==> config.mk <==
export PLATFORM = sky130hd
export DESIGN_NAME = bounded_set_store_flat
export DESIGN_NICKNAME = d
export VERILOG_FILES = /design/src/rtl/core/bss_pkg.sv /design/src/rtl/core/bss_if.sv /design/src/rtl/core/bss_ram.sv /design/src/rtl/core/bss_ctrl.sv /design/src/rtl/core/bounded_set_store.sv /design/src/flat_wrapper.sv
export SDC_FILE = /design/constraint.sdc
export NUM_CORES = 1
export LEC_CHECK = 0
export BUFFER_PORTS_ARGS = -buffer_cell sky130_fd_sc_hd__buf_2
export CORE_MARGIN = 1.5
export CORE_UTILIZATION = 45
export DETAILED_ROUTE_END_ITERATION = 6
export GPL_TIMING_DRIVEN = 0
export PLACE_DENSITY = 0.6
export REMOVE_ABC_BUFFERS = 1
export SYNTH_ARGS = -nofsm -noshare
export SYNTH_HDL_FRONTEND = slang
export SYNTH_SLANG_ARGS = --single-unit
==> constraint.sdc <==
create_clock -name clk -period 5.1 [get_ports clk]
set_input_delay 1.02 -clock clk [delete_from_list [all_inputs] [get_ports clk]]
set_output_delay 1.02 -clock clk [all_outputs]
set_load 0.03 [all_outputs]
==> src/rtl/core/bss_pkg.sv <==
// Shared constants and types for the bounded set store.
// No dependencies; bss_ctrl, bounded_set_store and the bench import this package.
`default_nettype none

package bss_pkg;

  // Store geometry
  localparam int CAPACITY_ENTRIES = 32;
  localparam int KEY_WIDTH        = 32;

  // Keys arrive as 32 bits and compare as their low KEY_WIDTH bits
  localparam int KEY_IN_W = 32;
  localparam int STORE_W  = (KEY_WIDTH < KEY_IN_W) ? KEY_WIDTH : KEY_IN_W;

  localparam int ADDR_W  = (CAPACITY_ENTRIES > 1) ? $clog2(CAPACITY_ENTRIES) : 1;
  localparam int CNT_W   = $clog2(CAPACITY_ENTRIES + 1);
  localparam int COUNT_W = 6;

  localparam logic [CNT_W-1:0] CNT_ONE = CNT_W'(1);
  localparam logic [CNT_W-1:0] CNT_CAP = CNT_W'(CAPACITY_ENTRIES);

  // Operation codes
  localparam logic [1:0] OP_INSERT   = 2'd0;
  localparam logic [1:0] OP_REMOVE   = 2'd1;
  localparam logic [1:0] OP_CONTAINS = 2'd2;

  // Entry memory access for one cycle
  typedef struct packed {
    logic               rd_en;
    logic [ADDR_W-1:0]  rd_addr;
    logic               wr_en;
    logic [ADDR_W-1:0]  wr_addr;
    logic [STORE_W-1:0] wr_data;
  } ram_cmd_t;

  // One result item
  typedef struct packed {
    logic               found;
    logic [COUNT_W-1:0] count;
    logic               full_rejected;
  } result_t;

endpackage

`default_nettype wire

==> src/rtl/core/bss_if.sv <==
// Request and result channel interfaces of the bounded set store.
// Valid/ready handshake; fixed payload widths, no package needed.
`default_nettype none

interface bss_req_if;
  logic               valid;
  logic               ready;
  logic [1:0]         operation;
  logic signed [31:0] key;

  modport source (output valid, output operation, output key, input ready);
  modport sink   (input valid, input operation, input key, output ready);
endinterface

interface bss_rsp_if;
  logic       valid;
  logic       ready;
  logic       found;
  logic [5:0] count;
  logic       full_rejected;

  modport source (output valid, output found, output count, output full_rejected,
                  input ready);
  modport sink   (input valid, input found, input count, input full_rejected,
                  output ready);
endinterface

`default_nettype wire

==> src/rtl/core/bss_ram.sv <==
// Generic simple dual-port RAM: one write port, one registered read port.
// Standalone; widths come from its parameters.
`default_nettype none

module bss_ram #(
  parameter int DEPTH  = 32,
  parameter int WIDTH  = 32,
  parameter int ADDR_W = (DEPTH > 1) ? $clog2(DEPTH) : 1
) (
  input  wire logic              clk,
  input  wire logic              rd_en,
  input  wire logic [ADDR_W-1:0] rd_addr,
  output      logic [WIDTH-1:0]  rd_data,
  input  wire logic              wr_en,
  input  wire logic [ADDR_W-1:0] wr_addr,
  input  wire logic [WIDTH-1:0]  wr_data
);

  logic [WIDTH-1:0] mem [DEPTH];

  always_ff @(posedge clk) begin
    if (wr_en) begin
      mem[wr_addr] <= wr_data;
    end
  end

  always_ff @(posedge clk) begin
    if (rd_en) begin
      rd_data <= mem[rd_addr];
    end
  end

endmodule

`default_nettype wire

==> src/rtl/core/bss_ctrl.sv <==
// Sequencer of the bounded set store: scans the entry memory, then
// inserts, swap-removes or just reports. Uses bss_pkg and bss_req_if.
`default_nettype none

module bss_ctrl (
  input  wire logic                      clk,
  input  wire logic                      rst,
  bss_req_if.sink                        req,
  output      bss_pkg::ram_cmd_t         ram_cmd,
  input  wire logic [bss_pkg::STORE_W-1:0] rd_data,
  output      logic                      res_valid,
  input  wire logic                      res_ready,
  output      bss_pkg::result_t          res
);
  import bss_pkg::*;

  localparam logic [2:0] S_IDLE = 3'd0;
  localparam logic [2:0] S_SCAN = 3'd1;
  localparam logic [2:0] S_ACT  = 3'd2;
  localparam logic [2:0] S_MOVE = 3'd3;
  localparam logic [2:0] S_DONE = 3'd4;

  logic [2:0]         state;
  logic [1:0]         op;
  logic [STORE_W-1:0] key;
  logic [CNT_W-1:0]   idx;
  logic               cmp_vld;
  logic [CNT_W-1:0]   cmp_idx;
  logic [ADDR_W-1:0]  slot;
  logic               found;
  logic               rejected;
  logic [CNT_W-1:0]   cnt;

  logic               issue;
  logic               hit;
  logic [CNT_W-1:0]   last;
  logic [CNT_W+COUNT_W-1:0] cnt_ext;

  assign req.ready = (state == S_IDLE);
  assign issue     = (state == S_SCAN) && (idx < cnt);
  assign hit       = cmp_vld && (rd_data == key);
  assign last      = cnt - CNT_ONE;

  always_comb begin
    ram_cmd         = '0;
    ram_cmd.rd_addr = idx[ADDR_W-1:0];
    ram_cmd.wr_data = key;
    case (state)
      S_SCAN: begin
        ram_cmd.rd_en = issue;
      end
      S_ACT: begin
        if (op == OP_REMOVE && found && slot != last[ADDR_W-1:0]) begin
          ram_cmd.rd_en   = 1'b1;
          ram_cmd.rd_addr = last[ADDR_W-1:0];
        end
        if (op == OP_INSERT && !found && cnt < CNT_CAP) begin
          ram_cmd.wr_en   = 1'b1;
          ram_cmd.wr_addr = cnt[ADDR_W-1:0];
        end
      end
      S_MOVE: begin
        // last entry fills the hole
        ram_cmd.wr_en   = 1'b1;
        ram_cmd.wr_addr = slot;
        ram_cmd.wr_data = rd_data;
      end
      default: begin
      end
    endcase
  end

  always_ff @(posedge clk) begin
    if (rst) begin
      state   <= S_IDLE;
      cnt     <= '0;
      cmp_vld <= 1'b0;
    end else begin
      case (state)
        S_IDLE: begin
          if (req.valid) begin
            op       <= req.operation;
            key      <= req.key[STORE_W-1:0];
            idx      <= '0;
            cmp_vld  <= 1'b0;
            found    <= 1'b0;
            rejected <= 1'b0;
            state    <= (cnt == '0) ? S_ACT : S_SCAN;
          end
        end
        S_SCAN: begin
          cmp_vld <= issue;
          cmp_idx <= idx;
          if (issue) begin
            idx <= idx + CNT_ONE;
          end
          if (hit) begin
            found <= 1'b1;
            slot  <= cmp_idx[ADDR_W-1:0];
            state <= S_ACT;
          end else if (cmp_vld && (cmp_idx + CNT_ONE) == cnt) begin
            state <= S_ACT;
          end
        end
        S_ACT: begin
          state <= S_DONE;
          case (op)
            OP_INSERT: begin
              if (!found) begin
                if (cnt < CNT_CAP) begin
                  cnt <= cnt + CNT_ONE;
                end else begin
                  rejected <= 1'b1;
                end
              end
            end
            OP_REMOVE: begin
              if (found) begin
                if (slot == last[ADDR_W-1:0]) begin
                  cnt <= last;
                end else begin
                  state <= S_MOVE;
                end
              end
            end
            default: begin
            end
          endcase
        end
        S_MOVE: begin
          cnt   <= last;
          state <= S_DONE;
        end
        S_DONE: begin
          if (res_ready) begin
            state <= S_IDLE;
          end
        end
        default: begin
          state <= S_IDLE;
        end
      endcase
    end
  end

  assign cnt_ext           = {{COUNT_W{1'b0}}, cnt};
  assign res_valid         = (state == S_DONE);
  assign res.found         = found;
  assign res.count         = cnt_ext[COUNT_W-1:0];
  assign res.full_rejected = rejected;

endmodule

`default_nettype wire

==> src/rtl/core/bounded_set_store.sv <==
// Bounded set store: unordered key array with swap-on-remove and a count.
// A request is taken only in the idle state; the sequencer then scans the entries, acts,
// and for a remove that moves the last entry also moves it, then holds the result until
// the output register takes it, and only then takes the next request.
// Throughput is set by the linear scan of the entry RAM, one entry per cycle.
// Reset (rst, synchronous, active high) empties the store; entries need no clear.
// Depends on bss_pkg, bss_if, bss_ram and bss_ctrl.
`default_nettype none

module bounded_set_store (
  input  wire logic clk,
  input  wire logic rst,
  bss_req_if.sink   req,
  bss_rsp_if.source rsp
);
  import bss_pkg::*;

  ram_cmd_t           ram_cmd;
  logic [STORE_W-1:0] rd_data;
  logic               res_valid;
  logic               res_ready;
  result_t            res;

  // Output register
  logic               out_vld;
  result_t            out_data;

  // Entry storage: keys live only in this RAM
  bss_ram #(
    .DEPTH (CAPACITY_ENTRIES),
    .WIDTH (STORE_W),
    .ADDR_W(ADDR_W)
  ) u_ram (
    .clk    (clk),
    .rd_en  (ram_cmd.rd_en),
    .rd_addr(ram_cmd.rd_addr),
    .rd_data(rd_data),
    .wr_en  (ram_cmd.wr_en),
    .wr_addr(ram_cmd.wr_addr),
    .wr_data(ram_cmd.wr_data)
  );

  // Scan and update sequencer
  bss_ctrl u_ctrl (
    .clk      (clk),
    .rst      (rst),
    .req      (req),
    .ram_cmd  (ram_cmd),
    .rd_data  (rd_data),
    .res_valid(res_valid),
    .res_ready(res_ready),
    .res      (res)
  );

  // Load a finished item when the register is empty or drains this cycle;
  // hold it otherwise so the sequencer stalls in its done state.
  assign res_ready = !out_vld || rsp.ready;

  always_ff @(posedge clk) begin
    if (rst) begin
      out_vld <= 1'b0;
    end else if (res_ready) begin
      out_vld <= res_valid;
    end
  end

  always_ff @(posedge clk) begin
    if (res_valid && res_ready) begin
      out_data <= res;
    end
  end

  assign rsp.valid         = out_vld;
  assign rsp.found         = out_data.found;
  assign rsp.count         = out_data.count;
  assign rsp.full_rejected = out_data.full_rejected;

  // A rejected insert never reports the key as present
  a_reject_not_found: assert property (@(posedge clk) disable iff (rst)
    rsp.valid |-> !(rsp.found && rsp.full_rejected))
    else $error("full_rejected raised together with found");

  // One request at a time: no accept right after an accept
  a_one_in_flight: assert property (@(posedge clk) disable iff (rst)
    (req.valid && req.ready) |=> !req.ready)
    else $error("request accepted while another is in flight");

  // A result handed over by the sequencer shows up at the output
  a_result_loaded: assert property (@(posedge clk) disable iff (rst)
    (res_valid && res_ready) |=> rsp.valid)
    else $error("finished item lost before the output register");

endmodule

`default_nettype wire

==> src/flat_wrapper.sv <==
// flat-port wrapper written by rule: the top's interface ports become plain ports
module bounded_set_store_flat import bss_pkg::*;
  (clk, rst, req_valid, req_operation, req_key, req_ready, rsp_valid, rsp_found, rsp_count, rsp_full_rejected, rsp_ready);
  bss_req_if req_i ();
  bss_rsp_if rsp_i ();
  input  wire logic clk;
  input  wire logic rst;
  input wire logic [$bits(req_i.valid)-1:0] req_valid;
  input wire logic [$bits(req_i.operation)-1:0] req_operation;
  input wire logic [$bits(req_i.key)-1:0] req_key;
  output wire logic [$bits(req_i.ready)-1:0] req_ready;
  output wire logic [$bits(rsp_i.valid)-1:0] rsp_valid;
  output wire logic [$bits(rsp_i.found)-1:0] rsp_found;
  output wire logic [$bits(rsp_i.count)-1:0] rsp_count;
  output wire logic [$bits(rsp_i.full_rejected)-1:0] rsp_full_rejected;
  input wire logic [$bits(rsp_i.ready)-1:0] rsp_ready;
  assign req_i.valid = req_valid;
  assign req_i.operation = req_operation;
  assign req_i.key = req_key;
  assign req_ready = req_i.ready;
  assign rsp_valid = rsp_i.valid;
  assign rsp_found = rsp_i.found;
  assign rsp_count = rsp_i.count;
  assign rsp_full_rejected = rsp_i.full_rejected;
  assign rsp_i.ready = rsp_ready;
  bounded_set_store u_core (.clk(clk), .rst(rst), .req(req_i), .rsp(rsp_i));
endmodule
==> results.json, run 1 <==
{
  "status": "completed",
  "reg2reg_from": "u_core.u_ctrl.cnt[0]",
  "placed_area_sq_um": 50800,
  "grt_pass1_wl_um": 195000,
  "fin_cells": 4475,
  "tightest_slew_ns": 1.34,
  "area_delta_synth_final_pct": 17.5,
  "fin_crit_ns": 4.91,
  "yosys.area_share.xor_xnor": 0.0106,
  "grt_pass1_vias": 27900,
  "cts_buffer_depth": 3,
  "cp-endpoint": "u_core.u_ram.rd_data[10]",
  "p_leak_nw": 17.0,
  "via_count": 28900,
  "vias_per_cell": 6.46,
  "root_buffer": "clkbuf_16",
  "ys_warn_count": 0,
  "tritoncts": "done",
  "async_flop_share": 0,
  "die_h_um": 324,
  "boundaryPins": 48,
  "final_area_sq_um": 54400,
  "finalHoldViolations": 0,
  "yosys.area.top_type": "edfxtp_1",
  "clock-sinks": 1128,
  "dp_hpwl_um": 82100,
  "route.detailed.drc": 0,
  "synth_edf_count": 1117,
  "synth_area_leaders": "edfxtp_1 72%, a221oi_1 9.7%, nor2b_1 7.0%, o41ai_1 1.8%, clkbuf_1 1.1%",
  "htreeDepth": 3,
  "slowest_stage": "dfxtp_2",
  "rr_worst_depth": 19,
  "relSlewSlack": 0.0996,
  "synth_area_per_cell_sq_um": 15.6,
  "regToRegSetupSlack_ns": 0.19,
  "synth_mux_area_frac": 0.00151,
  "yosys_most_used_dff": "edfxtp_1",
  "placed_cells": 4263,
  "start_util": 0.454,
  "die_w_um": 324,
  "clkLatencyLatePin_ns": 0.70,
  "yosys.area_share.simple": 0.0981,
  "p_per_area_nw_per_um2": 408,
  "crit_type": "flop to flop",
  "regArea_sq_um": 33800,
  "antenna_found_initial": 0,
  "grt_max_degree": 97,
  "r2r_end": "u_core.u_ram.rd_data[10]",
  "drt-wirelength-per-cell_um": 30.5,
  "crit_start": "u_core.u_ctrl.cnt[0]",
  "required_ns": 5.67,
  "hp-class": "flop to flop",
  "rows": 117,
  "critPathMaxStageDelay_ns": 0.56,
  "core_area_sq_um": 102000,
  "grt_overflow_total": 0,
  "synth_cells": 2962,
  "start_kind": "flop",
  "max_freq_mhz": 204,
  "ys_seq_area_frac": 0.730,
  "routed_wirelength_um": 137000,
  "grtUsageTotal": 0.259,
  "period_share": 0.963,
  "synth_top_area_share": 0.725,
  "initialDrtViolationCount": 3720,
  "place.gp.congestion": 0.807,
  "drive_above_1_share": 0.132,
  "synth_cell_types": 54,
  "path_max_fanout": 24,
  "drt-pass1-iter-count": 7,
  "cap_violations": 0,
  "maxSlewViolCount": 0,
  "synth_top_family_by_area": "compound AO/OA/AOI/OAI gates",
  "num-nets-final": 3065,
  "synthAdderAreaFrac": 0.00243,
  "antenna_left": 0,
  "setup_viol": 0,
  "die-area_sq_um": 105000,
  "synth-seq-cells": 1128,
  "diodes": 0,
  "skew_ns": 0.0372,
  "n_fill_cell": 8010,
  "clk_pin_slew_worst_paths_ns": 0.06,
  "synth_compound_area_frac": 0.131,
  "peakVddDrop_uv": 321,
  "netlist_area_sq_um": 46300,
  "numCtsBuffers": 112,
  "rsz0062_at_grt": "no",
  "multi_input_area_sq_um": 11700,
  "crit_path_cell_trace": "clkinv_2 > ha_1 > nor3b_2 > mux2i_1 > nor4b_4 > a211oi_4 > buf_4 > buf_16 > buf_8 > buf_8 > buf_8 > buf_16 > buf_16 > buf_16 > buf_8 > nor2b_1 > a221oi_1 > o41ai_1 > o2111a_1",
  "cp-end-kind": "flop",
  "port-buffer-count": 47,
  "cp.arrival_ns": 5.48
}
[metrics by stage]
stage	setup slack (ns)	TNS (ns)	utilization	hold slack, ns	total power [W]
global route	0.0121	0	0.534	0.441	0.0228
floorplan	-14.96	-475.49	-	0.400	0.0130
global placement	-26.20	-4339.77	0.462	0.405	0.0143
CTS	0.217	0	0.533	0.427	0.0222
detailed placement	-1.22	-31.26	0.499	0.408	0.0144
finish	0.189	0	0.534	0.426	0.0222
[kinds of logic (layout without fill, tap and decap cells)]
| kind of cell | count (synthesis) | after routing |
|---|---|---|
| DFF | 1128 | 1128 |
| and+or+nand+nor | 795 | 795 |
| muxes | 7 | 7 |
| xor gates and xnor gates | 56 | 56 |
| buffers and inverters | 271 | 415 |
| AOI/OAI and AO/OA | 696 | 697 |
| adders and majority gates | 9 | 9 |
[worst max-delay path, delay by kind of cell, from the launching register on]
kind / cells / cell delay (ns)
DFF: 1 / 0.56
and+or+nand+nor: 3 / 0.79
AOI/OAI and AO/OA: 4 / 1.05
muxes: 1 / 0.18
adders and majority gates: 1 / 0.42
buffers and inverters: 10 / 1.76
[registers in the layout (all words and copies together) (netlist names)]
register                  flops
u_core.u_ctrl.state           3
u_core.u_ctrl.cmp_idx         6
u_core.u_ram.rd_data         32
u_core.rsp.count              6
u_core.u_ctrl.key            32
u_core.rsp.valid              1
u_core.u_ctrl.rejected        1
u_core.u_ctrl.op              2
u_core.u_ctrl.cmp_vld         1
u_core.rsp.full_rejected      1
u_core.rsp.found              1
u_core.u_ctrl.cnt             6
u_core.u_ctrl.slot            5
u_core.u_ram.mem           1024
u_core.u_ctrl.found           1
u_core.u_ctrl.idx             6
[power by group]
part           internal (W)  switching (W)
registers            0.0107       0.000148
logic               0.00111        0.00232
clock network       0.00445        0.00342
[placed cells by master, fill, tap and decap left out, drive strengths merged, types with 10 or more instances in the layout]
| master | n |
|---|---|
| xnor2 | 47 |
| nand2 | 120 |
| edfxtp | 1117 |
| inv | 13 |
| nand4 | 10 |
| nor2 | 60 |
| buf | 200 |
| clkinv | 48 |
| dfxtp | 11 |
| a221oi | 512 |
| o41ai | 96 |
| nor2b | 521 |
| nor4 | 38 |
| clkbuf | 147 |
| nand3 | 16 |
| o2111a | 32 |
| a21oi | 12 |
| o21ai | 14 |
[metal layers]
metal / GRT usage / wire (um) / vias up
met3: 0.0442 / 11700 / 298
met4: 0.0980 / 5170 / 0
met2: 0.403 / 62900 / 1499
li1: - / - / 12200
met5: 0 / 0 / -
met1: 0.367 / 56900 / 14900
[synth_stat cells (all sizes together) (7+ instances only)]
master / instances
edfxtp: 1117
nor2b: 521
a221oi: 512
clkbuf: 136
buf: 123
nand2: 120
o41ai: 96
nor2: 60
xnor2: 47
nor4: 38
o2111a: 32
nand3: 16
o21ai: 14
a21oi: 12
dfxtp: 11
inv: 10
nand4: 10
ha: 9
xor2: 9
mux2i: 7
[layout make-up]
class	instances	area share
Timing Repair Buffer	200	0.0673
Inverter	12	0.000852
Sequential cell	1128	0.621
Clock buffer	147	0.0548
Multi-Input combinational cell	1564	0.215
Tap cell	1368	0.0315
Clock inverter	56	0.00902
[how the worst min path moves through the flow]
stage	from	to	depth (start not counted)
finish	u_core.u_ctrl.rejected	u_core.rsp.full_rejected	0
global route	u_core.u_ctrl.rejected	u_core.rsp.full_rejected	0
CTS	u_core.u_ctrl.rejected	u_core.rsp.full_rejected	0
detailed placement	u_core.u_ctrl.rejected	u_core.rsp.full_rejected	0
global placement	u_core.u_ctrl.rejected	u_core.rsp.full_rejected	0
floorplan	u_core.u_ctrl.rejected	u_core.rsp.full_rejected	0
[repair_timing]
action                                  4_1_cts  5_1_grt
hold buffers                                  0        0
gates resized for setup                       4        2
hold endpoints to repair                      0        0
gates cloned                                  1        0
pin swaps                                     3        0
setup buffers                                 8        0
endpoints found under the setup margin       32       11
Power figures use the tool's default switching activity.
==> run 2, diff against run 1 <==
--- a/config.mk
+++ b/config.mk
@@ -6,11 +6,13 @@
 export NUM_CORES = 1
 export LEC_CHECK = 0
 export BUFFER_PORTS_ARGS = -buffer_cell sky130_fd_sc_hd__buf_2
+export CELL_PAD_IN_SITES_DETAIL_PLACEMENT = 1
+export CELL_PAD_IN_SITES_GLOBAL_PLACEMENT = 1
 export CORE_MARGIN = 1.5
 export CORE_UTILIZATION = 45
 export DETAILED_ROUTE_END_ITERATION = 6
 export GPL_TIMING_DRIVEN = 0
-export PLACE_DENSITY = 0.6
+export PLACE_DENSITY = 0.68
 export REMOVE_ABC_BUFFERS = 1
 export SYNTH_ARGS = -nofsm -noshare
 export SYNTH_HDL_FRONTEND = slang
==> run 2 against run 1 <==
Effect of this change:
- final cell count is essentially flat
- core utilization up 0.27 points
- power grew 2.7%
- worst setup slack worse by 0.067 ns
- register-to-register slack got worse by 0.07 ns
- flip-flop and latch count stayed put
- clock power is 6.2% higher
- critical path type unchanged
==> results.json, run 2 (same netlist as run 1, synthesis figures left out) <==
{
  "vias_per_cell": 6.63,
  "dp_hpwl_um": 90400,
  "grt_pass1_wl_um": 215000,
  "fin_crit_ns": 4.98,
  "antenna_left": 0,
  "final_cell_mix": "1117 x edfxtp_1, 521 x nor2b_1, 512 x a221oi_1",
  "cap_violations": 0,
  "die-area_sq_um": 105000,
  "grt_pass1_vias": 30300,
  "cp.arrival_ns": 5.57,
  "antenna_found_initial": 0,
  "routed_wirelength_um": 151000,
  "top_register": "u_core.u_ram.mem",
  "port-buffer-count": 47,
  "clock-sinks": 1128,
  "tritoncts": "done",
  "p_per_area_nw_per_um2": 416,
  "num-nets-final": 3070,
  "clk_pin_slew_worst_paths_ns": 0.06,
  "period_share": 0.976,
  "final_area_sq_um": 54600,
  "root_buffer": "clkbuf_16",
  "layout_commonest_cell": "edfxtp_1",
  "rr_worst_depth": 15,
  "htreeDepth": 3,
  "area_delta_synth_final_pct": 18.1,
  "drive_above_1_share": 0.136,
  "p_leak_nw": 17.1,
  "place.gp.congestion": 0.771,
  "tightest_slew_ns": 1.24,
  "initialDrtViolationCount": 3786,
  "skew_ns": 0.0494,
  "max_freq_mhz": 201,
  "cp-endpoint": "u_core.u_ram.rd_data[11]",
  "regToRegSetupSlack_ns": 0.12,
  "grtUsageTotal": 0.286,
  "rows": 117,
  "cp-end-kind": "flop",
  "rsz0062_at_grt": "no",
  "placed_area_sq_um": 50800,
  "die_w_um": 324,
  "crit_start": "u_core.u_ctrl.cnt[0]",
  "maxSlewViolCount": 0,
  "postCtsHoldBufs": 0,
  "path_max_fanout": 20,
  "route.detailed.drc": 0,
  "via_count": 29600,
  "grt_max_degree": 94,
  "drt-wirelength-per-cell_um": 33.7,
  "clkLatencyLatePin_ns": 0.73,
  "boundaryPins": 48,
  "peakVddDrop_uv": 291,
  "diodes": 0,
  "die_h_um": 324,
  "cts_buffer_depth": 3,
  "setup_viol": 0,
  "worst_hold_slack_ns": 0.427,
  "crit_type": "flop to flop",
  "finalHoldViolations": 0,
  "grt_overflow_total": 0,
  "largestRegisters": "u_core.u_ram.mem x1024, u_core.u_ctrl.key x32, u_core.u_ram.rd_data x32",
  "relSlewSlack": 0.169,
  "drt-pass1-iter-count": 6,
  "largest_reg_flops": 1024,
  "start_kind": "flop",
  "reg2reg_from": "u_core.u_ctrl.cnt[0]",
  "status": "completed",
  "hp-class": "flop to flop",
  "start_util": 0.454,
  "core_area_sq_um": 102000,
  "required_ns": 5.69,
  "numCtsBuffers": 116,
  "hold_depth": 0,
  "r2r_end": "u_core.u_ram.rd_data[11]"
}
[run 2: cell types whose count changed in the layout (fill, tap and decap cells not counted), moves of 3 or more]
cell	previous run	this run
buf_12	48	40
buf_16	77	81
buf_8	18	22
bufinv_16	7	10
clkbuf_1	33	26
clkbuf_16	114	118
clkinv_2	20	13
clkinvlp_4	0	5
o41ai_1	94	90
o41ai_2	2	6
[run 2: how the worst min path moves through the flow]
stage	endpoint	start
floorplan	u_core.rsp.full_rejected	u_core.u_ctrl.rejected
global placement	u_core.rsp.full_rejected	u_core.u_ctrl.rejected
detailed placement	u_core.rsp.full_rejected	u_core.u_ctrl.rejected
CTS	u_core.u_ctrl.key[6]	req_key[6]
global route	u_core.u_ctrl.key[6]	req_key[6]
finish	u_core.rsp.full_rejected	u_core.u_ctrl.rejected
[run 2: critical path: stages, from the launching register on]
cell	delay, ns
dfxtp_2	0.59
clkinv_2	0.30
ha_2	0.36
nor3b_4	0.21
mux2i_1	0.17
nor4b_4	0.40
a21o_4	0.26
buf_12	0.12
mux2i_4	0.55
buf_16	0.25
buf_12	0.21
buf_16	0.19
buf_12	0.20
a221oi_1	0.07
o41ai_1	0.66
o2111a_1	0.28
[run 2: area by class of cell]
class	count	area, sq um
clock buffer	143	3030
clock inverter	58	643
timing repair buffer	200	3690
multi-input combinational	1565	11800
tap	1368	1710
sequential	1128	33800
fill	9376	47200
inverter	12	46.3
[run 2: through the flow]
| stage | cells | setup slack (ns) | utilization | setup TNS [ns] | total power [W] |
|---|---|---|---|---|---|
| final | 4474 | 0.122 | 0.536 | 0 | 0.0228 |
| after global placement | 4118 | -26.69 | 0.462 | -4337.22 | 0.0143 |
| after floorplan | 2703 | -14.96 | - | -475.49 | 0.0130 |
| after CTS | 4472 | 0.0224 | 0.535 | 0 | 0.0228 |
| after detailed placement | 4262 | -1.49 | 0.499 | -36.16 | 0.0145 |
| after global routing | 4474 | 0.0199 | 0.536 | 0 | 0.0233 |
[run 2: layer usage]
metal  share of wire  global-route usage
met4           0.047               0.129
met1            0.40               0.387
met2            0.47               0.454
met3           0.080              0.0495
met5               0                   0
[run 2: where the power goes]
part	leakage, nW	internal (W)	switching [W]
logic	5.20	0.00111	0.00243
clock network	1.77	0.00471	0.00365
registers	10.1	0.0107	0.000154
total	17.1	0.0165	0.00623
[run 2: repair_timing]
item / CTS / global route
endpoints found under the setup margin: 32 / 10
gates resized for setup: 5 / 7
setup buffers: 8 / 0
pin swaps: 3 / 0
cloned: 1 / 2
